$ cat src/sv/sbp_pkg.sv
// Shared types and constants for the symbol-to-byte packer.
// No dependencies; every other file of the block refers to this package.
`default_nettype none

package sbp_pkg;

  // Symbol width register: reset value and usable range.
  localparam logic [4:0] SymbolBitsReset = 5'd11;
  localparam logic [4:0] SymbolBitsMin   = 5'd9;
  localparam logic [4:0] SymbolBitsMax   = 5'd24;

  // One input item.
  typedef struct packed {
    logic [23:0] symbol_value;
    logic        last_symbol;
  } sym_in_t;

  // One result item.
  typedef struct packed {
    logic [7:0] byte_out;
    logic       last_byte;
  } byte_out_t;

  // One classified item handed from the front end to the back end.
  // Bytes are left-aligned: byte k sits in bits [31-8k -: 8].
  typedef struct packed {
    logic [31:0] aligned;
    logic [1:0]  last_idx;
    logic        last;
  } job_t;

endpackage

`default_nettype wire

$ cat src/sv/symbol_to_byte_packer.sv
// Top level of the symbol-to-byte packer: front end, job queue, back end.
// Depends on sbp_pkg, sbp_front, sbp_queue and sbp_back.
//
//   Channel | Direction | Handshake               | Payload
//   in      | input     | in_valid_i / in_ready_o | in_data_i  (sbp_pkg::sym_in_t)
//   out     | output    | out_valid_o/out_ready_i | out_data_o (sbp_pkg::byte_out_t)
//   cfg     | input     | cfg_we_i (no wait)      | cfg_wdata_i (symbol width)
//
// Each item becomes one to four bytes (up to three for a 24-bit symbol, four with a
// padded flush byte); the back end sends one byte a cycle unless the output stalls.
// The front end takes an item every cycle while the two-entry job queue has room.
// Reset clears the leftover bits, the queue and the output valid flag and sets the
// width to 11. A stall at the output fills the queue, then drops in_ready_o.
`default_nettype none

module symbol_to_byte_packer (
  input  wire                clk_i,
  input  wire                rst_ni,
  input  wire                cfg_we_i,
  input  wire  [4:0]         cfg_wdata_i,
  input  wire                in_valid_i,
  output logic               in_ready_o,
  input  sbp_pkg::sym_in_t   in_data_i,
  output logic               out_valid_o,
  input  wire                out_ready_i,
  output sbp_pkg::byte_out_t out_data_o
);

  sbp_pkg::job_t push_job, head_job;
  logic          push, pop, q_empty, q_full;

  // Front end: width register, leftover bits, job building.
  sbp_front u_front (
    .clk_i       (clk_i),
    .rst_ni      (rst_ni),
    .cfg_we_i    (cfg_we_i),
    .cfg_wdata_i (cfg_wdata_i),
    .in_valid_i  (in_valid_i),
    .in_ready_o  (in_ready_o),
    .in_data_i   (in_data_i),
    .q_full_i    (q_full),
    .push_o      (push),
    .job_o       (push_job)
  );

  // Job queue.
  sbp_queue u_queue (
    .clk_i   (clk_i),
    .rst_ni  (rst_ni),
    .push_i  (push),
    .data_i  (push_job),
    .pop_i   (pop),
    .data_o  (head_job),
    .empty_o (q_empty),
    .full_o  (q_full)
  );

  // Back end: byte emission.
  sbp_back u_back (
    .clk_i       (clk_i),
    .rst_ni      (rst_ni),
    .job_i       (head_job),
    .empty_i     (q_empty),
    .pop_o       (pop),
    .out_valid_o (out_valid_o),
    .out_ready_i (out_ready_i),
    .out_data_o  (out_data_o)
  );

endmodule

`default_nettype wire

$ cat src/sv/sbp_front.sv
// Front end of the packer: holds the width register and the leftover bits,
// and turns each accepted symbol into a left-aligned job. Uses sbp_pkg.
`default_nettype none

module sbp_front (
  input  wire             clk_i,
  input  wire             rst_ni,
  input  wire             cfg_we_i,
  input  wire  [4:0]      cfg_wdata_i,
  input  wire             in_valid_i,
  output logic            in_ready_o,
  input  sbp_pkg::sym_in_t in_data_i,
  input  wire             q_full_i,
  output logic            push_o,
  output sbp_pkg::job_t   job_o
);

  logic [4:0]  symbol_bits_q;
  logic [6:0]  pend_bits_q, pend_bits_d;
  logic [2:0]  pend_cnt_q, pend_cnt_d;
  logic [4:0]  width;
  logic [23:0] sym_m;
  logic [4:0]  total;
  logic [2:0]  rem;
  logic [1:0]  full;
  logic        extra;
  logic [5:0]  sh_p, sh_s;

  assign in_ready_o = !q_full_i;
  assign push_o     = in_valid_i && !q_full_i;

  // Clamp the configured width to the supported range.
  always_comb begin
    if (symbol_bits_q < sbp_pkg::SymbolBitsMin) begin
      width = sbp_pkg::SymbolBitsMin;
    end else if (symbol_bits_q > sbp_pkg::SymbolBitsMax) begin
      width = sbp_pkg::SymbolBitsMax;
    end else begin
      width = symbol_bits_q;
    end
  end

  // Append the masked symbol after the leftover bits and left-align the result.
  always_comb begin
    sym_m = in_data_i.symbol_value & ~(24'hFF_FFFF << width);
    total = {2'b00, pend_cnt_q} + width;
    rem   = total[2:0];
    full  = total[4:3];
    extra = in_data_i.last_symbol && (rem != 3'd0);
    sh_p  = 6'd32 - {3'b000, pend_cnt_q};
    sh_s  = 6'd32 - {1'b0, total};
    job_o.aligned  = ({25'd0, pend_bits_q} << sh_p) | ({8'd0, sym_m} << sh_s);
    job_o.last_idx = full - 2'd1 + {1'b0, extra};
    job_o.last     = in_data_i.last_symbol;
  end

  // Leftover bits after this item; a last item clears them.
  always_comb begin
    pend_bits_d = pend_bits_q;
    pend_cnt_d  = pend_cnt_q;
    if (push_o) begin
      if (in_data_i.last_symbol) begin
        pend_bits_d = 7'd0;
        pend_cnt_d  = 3'd0;
      end else begin
        pend_bits_d = sym_m[6:0] & ~(7'h7F << rem);
        pend_cnt_d  = rem;
      end
    end
  end

  always_ff @(posedge clk_i or negedge rst_ni) begin
    if (!rst_ni) begin
      symbol_bits_q <= sbp_pkg::SymbolBitsReset;
      pend_bits_q   <= 7'd0;
      pend_cnt_q    <= 3'd0;
    end else begin
      if (cfg_we_i) begin
        symbol_bits_q <= cfg_wdata_i;
      end
      pend_bits_q <= pend_bits_d;
      pend_cnt_q  <= pend_cnt_d;
    end
  end

endmodule

`default_nettype wire

$ cat src/sv/sbp_queue.sv
// Two-entry job queue between the front and back ends of the packer.
// Uses sbp_pkg for the job type.
`default_nettype none

module sbp_queue (
  input  wire           clk_i,
  input  wire           rst_ni,
  input  wire           push_i,
  input  sbp_pkg::job_t data_i,
  input  wire           pop_i,
  output sbp_pkg::job_t data_o,
  output logic          empty_o,
  output logic          full_o
);

  sbp_pkg::job_t slot_q [2];
  sbp_pkg::job_t slot_d [2];
  logic [1:0]    cnt_q, cnt_d;
  logic          widx;

  assign data_o  = slot_q[0];
  assign empty_o = (cnt_q == 2'd0);
  assign full_o  = (cnt_q == 2'd2);

  // Pop shifts the second slot forward; push lands behind what remains.
  always_comb begin
    slot_d = slot_q;
    widx   = 1'b0;
    if (pop_i) begin
      slot_d[0] = slot_q[1];
    end
    if (push_i) begin
      widx = cnt_q[0] ^ pop_i;
      slot_d[widx] = data_i;
    end
    cnt_d = cnt_q + {1'b0, push_i} - {1'b0, pop_i};
  end

  always_ff @(posedge clk_i or negedge rst_ni) begin
    if (!rst_ni) begin
      cnt_q <= 2'd0;
    end else begin
      cnt_q <= cnt_d;
    end
  end

  always_ff @(posedge clk_i) begin
    slot_q <= slot_d;
  end

endmodule

`default_nettype wire

$ cat src/sv/sbp_back.sv
// Back end of the packer: walks the bytes of the head job, one per cycle while the
// output is not stalled, into the output register. Uses sbp_pkg.
`default_nettype none

module sbp_back (
  input  wire               clk_i,
  input  wire               rst_ni,
  input  sbp_pkg::job_t     job_i,
  input  wire               empty_i,
  output logic              pop_o,
  output logic              out_valid_o,
  input  wire               out_ready_i,
  output sbp_pkg::byte_out_t out_data_o
);

  logic [1:0]          bidx_q, bidx_d;
  logic                out_valid_q, out_valid_d;
  sbp_pkg::byte_out_t  out_q, out_d;
  logic                load;
  logic                final_byte;
  logic [7:0]          sel;

  assign load       = !empty_i && (!out_valid_q || out_ready_i);
  assign final_byte = (bidx_q == job_i.last_idx);
  assign pop_o      = load && final_byte;

  // Byte selection from the left-aligned job.
  always_comb begin
    case (bidx_q)
      2'd0:    sel = job_i.aligned[31:24];
      2'd1:    sel = job_i.aligned[23:16];
      2'd2:    sel = job_i.aligned[15:8];
      default: sel = job_i.aligned[7:0];
    endcase
  end

  // Output register and byte counter.
  always_comb begin
    bidx_d      = bidx_q;
    out_d       = out_q;
    out_valid_d = out_valid_q && !out_ready_i;
    if (load) begin
      bidx_d          = final_byte ? 2'd0 : bidx_q + 2'd1;
      out_d.byte_out  = sel;
      out_d.last_byte = job_i.last && final_byte;
      out_valid_d     = 1'b1;
    end
  end

  always_ff @(posedge clk_i or negedge rst_ni) begin
    if (!rst_ni) begin
      bidx_q      <= 2'd0;
      out_valid_q <= 1'b0;
    end else begin
      bidx_q      <= bidx_d;
      out_valid_q <= out_valid_d;
    end
  end

  always_ff @(posedge clk_i) begin
    out_q <= out_d;
  end

  assign out_valid_o = out_valid_q;
  assign out_data_o  = out_q;

endmodule

`default_nettype wire

$ cat config.mk
export PLATFORM = sky130hd
export DESIGN_NAME = symbol_to_byte_packer
export DESIGN_NICKNAME = d
export VERILOG_FILES = /design/src/sv/sbp_pkg.sv /design/src/sv/symbol_to_byte_packer.sv /design/src/sv/sbp_front.sv /design/src/sv/sbp_queue.sv /design/src/sv/sbp_back.sv
export SDC_FILE = /design/constraint.sdc
export NUM_CORES = 1
export LEC_CHECK = 0
export BUFFER_PORTS_ARGS = -buffer_cell sky130_fd_sc_hd__clkbuf_2
export CORE_MARGIN = 2
export CORE_UTILIZATION = 46
export DETAILED_ROUTE_END_ITERATION = 10
export PLACE_DENSITY = 0.71
export SYNTH_ARGS = -nofsm -noshare
export SYNTH_HDL_FRONTEND = slang
export SYNTH_SLANG_ARGS = --single-unit
$ cat constraint.sdc
create_clock -name clk_i -period 11.6 [get_ports clk_i]
set_input_delay 0.58 -clock clk_i [delete_from_list [all_inputs] [get_ports clk_i]]
set_output_delay 0.58 -clock clk_i [all_outputs]
set_load 0.02 [all_outputs]
* Word-level counts from Yosys, hierarchy flattened
Cells that the tools add are included.
** Word-level totals
- Register bits :: 99
- Logic and storage cells :: 68
** Operators by class
- Add/sub/neg operators :: 8
- Order comparisons :: 4
- Equality and inequality tests :: 4
- Shifts and indexed selects :: 4
- Multiplexer cells :: 12
- Bitwise logic cells :: 7
- Reduce and logical (&&, ||, !) cells :: 15
** Operators with widths (count)
- $bwmux 70 :: 1
- $mux 35 :: 2
- $mux 70 :: 1
- $demux 35 s1 :: 1
- $or 32x32->32 :: 1
- $shl 24x6->32 :: 1
- $shl 7x6->32 :: 1
- $and 24x24->24 :: 1
- $not 24->24 :: 1
- $pmux 8 s3 :: 1
- $shl 24x5->24 const A :: 1
- $mux 5 :: 2
- $and 7x7->7 :: 1
- $logic_and 1x1->1 :: 7
- $mux 7 :: 1
- $not 7->7 :: 1
- $shl 7x3->7 const A :: 1
- $sub 6x3->6 const A :: 1
- $sub 6x5->6 const A :: 1
- $add 3x5->5 :: 1
- $gt 5x5->1 const B :: 1
- $lt 5x4->1 const B :: 1
- $add 2x1->2 :: 2
- $eq 2x2->1 const B :: 2
- 16 further kinds :: 20

* Logic depth before layout (Yosys ltp)
- Depth in word-level cells :: 12
- Depth in mapped cells :: 21

* Hierarchy
A second synthesis with hierarchy kept.
** Unflattened totals
- Cell total of the unflattened synthesis :: 738
- Area, all modules :: 6870.3 µm²
** By module, submodules not included
- sbp_front :: instances 1, cells an instance 441, area an instance 3098.0 µm²
- sbp_queue :: instances 1, cells an instance 237, area an instance 3062.9 µm²
- sbp_back :: instances 1, cells an instance 60, area an instance 709.4 µm²

* Worst setup path after synthesis
Ideal clock, no wire load.
- Path type :: register to register
- Start :: register u_front.symbol_bits_q[1]
- End :: register (tool-made name)
- Data arrival time :: 4565 ps
- Required time :: 11338 ps
- Path slack :: 6773 ps
- Stages on the path, launching flop included :: 21
- Path buffers :: 6
- Cells stage by stage :: dfstp_2 clkbuf_1 clkbuf_1 o21ai_0 o21ai_0 o21ai_0 ha_1 inv_1 clkbuf_1 buf_1 ha_1 inv_1 ha_1 clkbuf_1 clkbuf_1 nand2_1 o21ai_0 o21ai_0 and3_1 o31ai_1 nand2_1
** RTL lines
- start, declared :: line sbp_front.sv:18 : logic [4:0] symbol_bits_q;
- start signal, assigned :: line sbp_front.sv:74 : symbol_bits_q <= sbp_pkg::SymbolBitsReset;
- start signal, assigned :: line sbp_front.sv:79 : symbol_bits_q <= cfg_wdata_i;

==> impl.org <==
** Worst setup path
- The endpoint identified for the worst register-to-register timing path is u_queue.data_o[24].
- The number of cells on the worst reg-to-reg path is 18.
- The setup check on the worst reg-to-reg path leaves a slack of 5.90 ns.
- The most numerous cell type found on the critical path is sky130_fd_sc_hd__o21ai_0.
- Setup CP Type :: register to register
- For the worst setup path, the data arrival time is 5.97 ns.
- Kind of end point of the critical path :: register
- Buf/Inv on CP :: 6
- Kind of cell adding the most delay to the critical path :: buffers and inverters
- Data on the critical path is required at its endpoint by 11.86 ns.
- The critical path starts at u_front.symbol_bits_q[4].
- The critical path crosses 18 cells after its start point.
- The most critical setup path has its endpoint at u_queue.data_o[24].
- For this design, the slowest cell found on the critical path is sky130_fd_sc_hd__dfrtp_1.
- Walking the worst path, the cells encountered are clkinv_1 -> o21ai_0 -> o21ai_0 -> ha_1 -> buf_4 -> inv_1 -> ha_1 -> inv_1 -> ha_1 -> buf_4 -> inv_1 -> nor4b_1 -> nor2_1 -> a22oi_1 -> o21ai_0 -> a21oi_1 -> o21ai_0 -> a22oi_1.
- Start of the worst register-to-register path :: u_front.symbol_bits_q[4]
- In this run the worst path has a maximum fanout of 34.
- STA classifies the critical path startpoint as a register.
- Delay of the slowest critical-path stage :: 0.78 ns

** Clocking
- H-tree depth :: 3
- TritonCTS built the clock tree.
- CTS sink cnt :: 99
- Number of gates resized after cts :: 0
- Counting the buffers created by CTS gives 9.
- Counting along the longest clock path gives a buffer depth of 2.
- The number of setup buffers added after CTS is 0.
- Worst skew pair latency :: 0.36 ns
- After clock tree synthesis, the clock-pin slew on the worst setup and hold paths is 0.07 ns.
- The number of hold buffers added after CTS was 0.
- CTS root buf :: sky130_fd_sc_hd__clkbuf_16

** Final layout
- Final Non-Filler Cells :: 937
- Counting the fill cells in the layout gives 1332.
- Summing all multi-input logic gate instances after layout gives 3730 µm².
- 0 antenna diodes ended up in the layout.
- After the last flow step, the layout net total stands at 803.
- Of the cells placed in the final design, the portion with a size suffix greater than 1 is 0.131.
- Relative to the synthesized area, the layout overhead comes to 8.73%.
- Register Area :: 2530 µm²

** STA
- Final number of max-transition violations :: 0
- Worst slew margin relative to its limit :: 0.311
- Setup repair after global routing left no endpoint under its margin.
- Slack of the critical path :: 5.90 ns
- Count of final hold-check violations :: 0
- Based on the critical path, the design can be clocked at up to 175 MHz.
- Final cycle utilization of the critical path :: 0.492
- Setup total negative slack on the finished layout was measured at 0 ns.
- Slew at the pin closest to its max-slew limit :: 1.03 ns
- Final-report setup violation count :: 0
- The worst path in the final design needs a cycle of 5.70 ns, including I/O delays and setup.
- Between clock sinks in the finished design, the worst skew comes to 0.0108 ns.

** Drt
- After detailed routing, the met2 layer carries 8370 µm of wire.
- The first TritonRoute pass finished after 9 iterations.
- WL met3 :: 1130 µm
- In this run, the number of DRC markers left after iteration 0 of detailed routing was 523.
- Residual DRC :: 0
- Once detail routing completed, the nets flagged for antenna violations numbered 0.
- Across all layers, the routed design uses 5724 vias.
- The routed design has 18100 µm of wire.
- Met1 routed wirelength after detailed routing :: 8170 µm
- Max layer used :: met4
- Via density :: 6.11
- Dividing the detail-routed wire length by the instance count gives 19.4 µm.

** Logic synthesis
- Counting flops with a built-in enable in the synthesized netlist gives 44.
- Yosys warning total :: 0
- In this run the mean area of a mapped cell was 8.81 µm².
- Ys flop type :: sky130_fd_sc_hd__edfxtp_1
- Number of storage elements in the synthesis netlist :: 99
- Share of the synthesized area in the top cell type :: 0.200
- By count the netlist is led by 102 x sky130_fd_sc_hd__nand2_1, 77 x sky130_fd_sc_hd__mux2i_1, 72 x sky130_fd_sc_hd__o21ai_0, 44 x sky130_fd_sc_hd__clkbuf_1, 44 x sky130_fd_sc_hd__edfxtp_1.
- The share of the Yosys chip area taken by registers is 0.383.
- Area leader, netlist :: sky130_fd_sc_hd__edfxtp_1
- Number of unique standard cell types used by synthesis :: 65
- Largest cells by area after synthesis :: sky130_fd_sc_hd__edfxtp_1 20%, sky130_fd_sc_hd__mux2i_1 12%, sky130_fd_sc_hd__dfxtp_1 11%
- Most instantiated library cell after synthesis :: sky130_fd_sc_hd__nand2_1
- Net count after synthesis :: 800
- Async S/R FF share, synth :: 0.202
- Synthesis produced a netlist whose cell count is 749.
- Post-Syn Area :: 6600 µm²

** Global route
- The via count of the first global-routing pass came to 5420.
- Antenna violations before repair :: 0
- Overflow left after global routing :: 0
- The first global-routing pass estimated 29100 µm of wire.
- Maximum number of pins on one net before global-route repair :: 50
- Total routing resource utilization after global routing :: 0.248

** Floorplan
- Effective utilization at floorplan :: 0.473
- The region available for standard cell placement spans 13900 µm².
- The die covers 15300 µm².
- Vert. Die Dim :: 124 µm
- Pin placement for this block handled 46 I/O pins.
- The initialized floorplan defines 43 standard-cell rows.
- Die boundary width :: 124 µm

** Min path
- Path type of the worst min-delay path :: input pin to asynchronous set/reset pin

** Job
- Max-capacitance violation count :: 0

** Placement
- Placed insts :: 921
- Detailed placement finished with a half-perimeter wire length of 13300 µm.
- Input/output buffers :: 45
- At the placement stage, the worst setup path has a slack of 6.08 ns.
- Routability-driven placement finished with a final weighted congestion of 0.962.

** Status
- The flow ran to the end, and the final reports show no timing, DRC or antenna violations.
-- cell families (layout without fill, tap and decap cells) --
logic type,Yosys count,in the layout,synth area share
AOI/OAI and AO/OA,209,209,0.206
xor gates and xnor gates,11,11,0.0197
adders and majority gates,16,16,0.0303
buffers and inverters,88,96,0.0529
DFF,99,99,0.383
muxes,90,90,0.141
and+or+nand+nor,236,236,0.167
-- area by class of cell --
cell class | count | area share
multi-input combinational | 562 | 0.520
tap | 180 | 0.0314
inverter | 27 | 0.0141
clock buffer | 9 | 0.0314
clock inverter | 7 | 0.0112
timing repair buffer | 53 | 0.0398
sequential | 99 | 0.352
-- how the worst min path moves through the flow --
stage                                    end  slack, ns  cells after the start
floorplan                   u_back.bidx_q[0]       0.28                      0
global placement          u_back.out_valid_o       0.48                      2
detailed placement        u_back.out_valid_o       0.49                      2
CTS                 u_front.symbol_bits_q[2]       0.19                      1
global route        u_front.symbol_bits_q[2]       0.21                      1
finish              u_front.symbol_bits_q[2]       0.18                      1
-- cell usage in the layout (no fill, tap or decap), types with 15 or more instances in the layout --
cell type | Yosys | final
sky130_fd_sc_hd__edfxtp_1 | 44 | 44
sky130_fd_sc_hd__nand2_1 | 102 | 102
sky130_fd_sc_hd__inv_1 | 24 | 24
sky130_fd_sc_hd__nor2_1 | 42 | 41
sky130_fd_sc_hd__mux2i_1 | 77 | 77
sky130_fd_sc_hd__dfrtp_1 | 17 | 17
sky130_fd_sc_hd__nand3_1 | 19 | 19
sky130_fd_sc_hd__o22ai_1 | 15 | 15
sky130_fd_sc_hd__a21oi_1 | 30 | 29
sky130_fd_sc_hd__o21ai_0 | 72 | 72
sky130_fd_sc_hd__clkbuf_2 | 0 | 45
sky130_fd_sc_hd__ha_1 | 16 | 16
sky130_fd_sc_hd__dfxtp_1 | 35 | 35
-- metal layers --
| layer | GRT usage | up-vias |
|---|---|---|
| met5 | 0 | - |
| met4 | 0.0959 | 0 |
| met3 | 0.0375 | 28 |
| met2 | 0.389 | 224 |
| met1 | 0.344 | 2712 |
| li1 | - | 2760 |
-- through the flow --
step / cell area [µm²] / hold slack, ns / utilization
finish: 7170 / 0.182 / 0.515
CTS: 7170 / 0.193 / 0.515
global placement: 6870 / 0.485 / 0.493
detailed placement: 6870 / 0.494 / 0.493
floorplan: 6600 / 0.284 / -
global route: 7170 / 0.213 / 0.515
Power is not shown: default switching activity piles up to over one toggle a cycle in this logic, so the estimate is an artifact.
